==> src/hw/rtl/mrb_ram.sv <==
// Generic single-write, single-read synchronous RAM with registered read data.
module mrb_ram #(
    parameter int WIDTH = 32,
    parameter int DEPTH = 32
) (
    input  logic                                   i_clk,
    input  logic                                   i_we,
    input  logic [((DEPTH > 1) ? $clog2(DEPTH) : 1)-1:0] i_waddr,
    input  logic [WIDTH-1:0]                       i_wdata,
    input  logic [((DEPTH > 1) ? $clog2(DEPTH) : 1)-1:0] i_raddr,
    output logic [WIDTH-1:0]                       o_rdata
);
    logic [WIDTH-1:0] r_mem [DEPTH];
    logic [WIDTH-1:0] r_rdata;

    // Write port and registered read port
    always_ff @(posedge i_clk) begin
        if (i_we) begin
            r_mem[i_waddr] <= i_wdata;
        end
        r_rdata <= r_mem[i_raddr];
    end

    assign o_rdata = r_rdata;
endmodule

==> config.mk <==
export PLATFORM = sky130hd
export DESIGN_NAME = mrb_ram
export DESIGN_NICKNAME = d
export VERILOG_FILES = /design/src/hw/rtl/mrb_ram.sv
export SDC_FILE = /design/constraint.sdc
export NUM_CORES = 1
export LEC_CHECK = 0
export BUFFER_PORTS_ARGS = -buffer_cell sky130_fd_sc_hd__buf_2
export CORE_ASPECT_RATIO = 0.5
export CORE_MARGIN = 10
export CORE_UTILIZATION = 56
export CTS_CLUSTER_SIZE = 14
export DETAILED_ROUTE_END_ITERATION = 16
export PLACE_DENSITY = 0.83
export RECOVER_POWER = 50
export SLEW_MARGIN = 20
export SYNTH_ARGS = -nofsm -noshare
export SYNTH_HDL_FRONTEND = slang
export SYNTH_SLANG_ARGS = --single-unit
==> constraint.sdc <==
create_clock -name i_clk -period 2.72 [get_ports i_clk]
set_clock_uncertainty 0.15 [all_clocks]
set_input_delay 0.408 -clock i_clk [delete_from_list [all_inputs] [get_ports i_clk]]
set_output_delay 0.408 -clock i_clk [all_outputs]
set_load 0.005 [all_outputs]
; ---- Word-level counts from Yosys, hierarchy flattened
; Memory sizes are Yosys's and may differ from the RTL's. A register that Yosys moved wholly into a read port is not among the register bits.
; Index checks and enable logic that the tools add are counted.
[totals]
reg_bits = 0
ramBits = 1024
inputBits = 44
out_inout_bits = 32
wordCells = 3
memories = 1
[mem_list]
columns = memory, depth, word_bits, rd, rd_clocked_by_memory_dff, wr, line
row1 = r_mem, 32, 32, 1, 1, 1, 13  ; logic [WIDTH-1:0] r_mem [DEPTH];
[op_classes]
n_mux = 2
[ops]
columns = cell, count
row1 = two-way mux 1 bit, 2

; ---- Longest topological paths before layout
[depth]
word_depth = 2
ltp_mapped = 8

; ---- Worst setup path after synthesis
; Ideal clock, no wire load.
[synth_path]
kind = input-to-reg
from = in i_waddr[1] (netlist name)
to = mem r_mem[12][0] (enable)
t_arrival_ns = 2.421
required_ns = 2.149
path_slack_ns = -0.272
stages = 3
cell_sequence = or3b_2 clkbuf_1 nor2_1
[synth_rtl]
columns = item, line
row1 = from (decl), 8  ; input logic [((DEPTH > 1) ? $clog2(DEPTH) : 1)-1:0] i_waddr,
row2 = to (decl), 13
; No word-level cell before the write port.

; ---- Worst setup path after layout
[layout_path]
from = reg r_rdata[12], in the netlist o_rdata[12] (read register of r_mem)
to = out o_rdata[12]
[layout_rtl]
columns = item, line
row1 = from (decl), 14  ; logic [WIDTH-1:0] r_rdata;
row2 = to (decl), 11  ; output logic [WIDTH-1:0] o_rdata
; No word-level cell between the ends.

==> flow_metrics.tcl <==
set metrics [dict create \
    total_power_mw 32.3 \
    dp_hpwl_um 55400 \
    place_ws_ps 366 \
    port_buffers 75 \
    hold_start "i_raddr[0]" \
    grt_overflow_total 0 \
    postSynthCellCount 2260 \
    fin_ws_ps 742 \
    final_area_mm2 0.0457 \
    critical_path_buf_inv_count 1 \
    min_period_ps 1980 \
    slew_headroom -0.0337 \
    hold_end "o_rdata[16]" \
    grt_pass1_wl_um 146000 \
    nFillCells 4506 \
    critPathKind "reg2out" \
    drt_pass1_iterations 9 \
    whs_ps 209 \
    hold_depth 5 \
    syn-cell-area_mm2 0.0405 \
    reg2reg_depth 5 \
    synth_cell_type_count 25 \
    timing.rr.start "r_mem[4][26]" \
    synth_top_area_cell "edfxtp_1" \
    die_h_um 210 \
    initial_utilization 0.568 \
    synthTopCellsByArea "edfxtp_1 (76%), mux2i_1 (13%), a22oi_1 (1.8%)" \
    post_cts_buffers 0 \
    p_per_area_mw_per_mm2 707 \
    cts_tree "yes" \
    critPathLaunchType "flop" \
    final_nets 2469 \
    via_count 22240 \
    clkTransAtPathRegs_ps 60 \
    crit_start "o_rdata[12]" \
    crit_fanout 1 \
    irDropWorstVdd_mv 0.526 \
    period_share 0.727 \
    ff2ff_setup_slack_ps 1100 \
    antenna_found_initial 2 \
    finalWeightedCongestion 0.793 \
    wirelength_um 99600 \
    timing.rr.end "o_rdata[26]" \
    die_area_mm2 0.0841 \
    status "complete, but fails checks" \
    ant_nets 0 \
    drive_gt1_frac 0.128 \
    grt_pass1_vias 22290 \
    drt_iter0_drc 2952 \
    worstSetupEndpointType "primary output" \
    ff_latch_area_mm2 0.0314 \
    critPathArrivalTime_ps 1420 \
    synth-seq-area-share 0.775 \
    post_dp_cell_area_mm2 0.0430 \
    cp_top_family "flip-flops" \
    die_w_um 400 \
    hp-class "in2reg" \
    numClockSinks 1056 \
    maxCapViolations 1 \
    clockRootBuffer "clkbuf_16" \
    setup_viol 0 \
    path_cells "buf_2" \
    clock_latency_ps 650 \
    grt_usage 0.230 \
    ctsHoldBuffers 0 \
    avgSynthCellArea_um2 17.9 \
    violations "capacitance limit, slew limit" \
    cts_resized 0 \
    io_pins 76 \
    synth_top_cell_area_share 0.760 \
    critPathMaxStageDelay_ps 570 \
    syn2layout_area_growth_pct 12.9 \
    power.leakage_nw 15.9 \
    cts_buffer_depth 3 \
    finalHoldViolCount 0 \
    report.final.slew_viol_count 33 \
    syn_nets 2304 \
    worst_path_max_delay_cell "dfxtp_1" \
    fmax_mhz 506 \
    routedWlPerCell_um 28.8 \
    ys_ff_latch 1056 \
    routed_via_density 6.43 \
    rsz0062_at_grt "no" \
    h-tree-depth 3 \
    core_mm2 0.0713 \
    cts_buffers 90 \
    yosysWarnings 0 \
    std_cell_rows 69 \
    multi_input_area_mm2 0.00858 \
    worst_pin_slew_ps 1550 \
    required_ps 2160 \
    grt_max_degree 59 \
    drc 0 \
]
-- report_power, final --
| part | internal, mW | switching (mW) |
|---|---|---|
| Sequential | 18.1 | 0.106 |
| Clock | 6.80 | 5.54 |
| Combinational | 0.600 | 1.15 |
| Total | 25.5 | 6.79 |
-- layout make-up --
type	instances	area share
antenna	1	0.0000547
clock buffer	151	0.0576
clock inverter	15	0.00342
multi-input combinational	1077	0.188
sequential	1056	0.687
tap	958	0.0262
timing repair buffer	200	0.0382
-- per-stage QoR --
step                std cells  setup TNS, ps   util
finish                   3458              0  0.641
floorplan                2260         -82450      -
CTS                      3457              0  0.642
detailed placement       3291              0  0.603
global route             3457              0  0.641
global placement         3291              0  0.603
-- layer usage --
metal	vias up	part of all wire	global-route usage
li1	9306	-	-
met1	11301	0.38	0.307
met4	2	0.037	0.0881
met2	1425	0.48	0.378
met5	-	0.00013	0
met3	206	0.099	0.0412
-- layout by cell type (no fill, tap or decap), drive strengths merged --
cell type | Yosys | layout
diode | 0 | 1
nand2 | 98 | 98
nand3 | 98 | 98
nor2b | 1 | 1
dfxtp | 32 | 32
nor3 | 32 | 32
a22oi | 96 | 96
or2 | 1 | 1
nand2b | 2 | 2
bufinv | 0 | 2
and2 | 1 | 1
or3b | 3 | 3
mux2i | 512 | 512
clkbuf | 48 | 187
a21oi | 96 | 96
clkinv | 0 | 7
inv | 0 | 6
nor2 | 34 | 34
edfxtp | 1024 | 1024
nand3b | 5 | 5
or3 | 1 | 1
a22o | 64 | 64
a31oi | 32 | 32
buf | 79 | 164
and2b | 1 | 1
-- how the worst max path moves through the flow --
stage	cells after the start	slack, ps	end
floorplan	3	-270	r_mem[12][0]
global placement	4	440	r_mem[24][19]
detailed placement	4	370	r_mem[24][20]
CTS	1	740	o_rdata[12]
global route	1	770	o_rdata[12]
finish	1	740	o_rdata[12]
-- Yosys cell counts (all sizes together) --
master	n
mux2i	512
a31oi	32
nor2	34
or2	1
nand2b	2
nor3	32
dfxtp	32
or3b	3
nand3	98
nor2b	1
or3	1
nand2	98
nand3b	5
a21oi	96
clkbuf	48
and2b	1
a22oi	96
buf	79
a22o	64
and2	1
edfxtp	1024
-- state kept, by name, summed over array words and instances, names as in the netlist --
signal,flops
o_rdata,32
r_mem,1024
-- cell families (layout without fill, tap and decap cells) --
logic type / count (synthesis) / after routing / share of synthesized area
buffers and inverters: 127 / 366 / 0.0186
flip-flops: 1056 / 1056 / 0.775
AO/OA/AOI/OAI: 288 / 288 / 0.0485
multiplexers: 512 / 512 / 0.127
AND/OR/NAND/NOR: 277 / 277 / 0.0310
other: 0 / 1 / 0
Note: power is estimated with default switching activity, not from simulation.
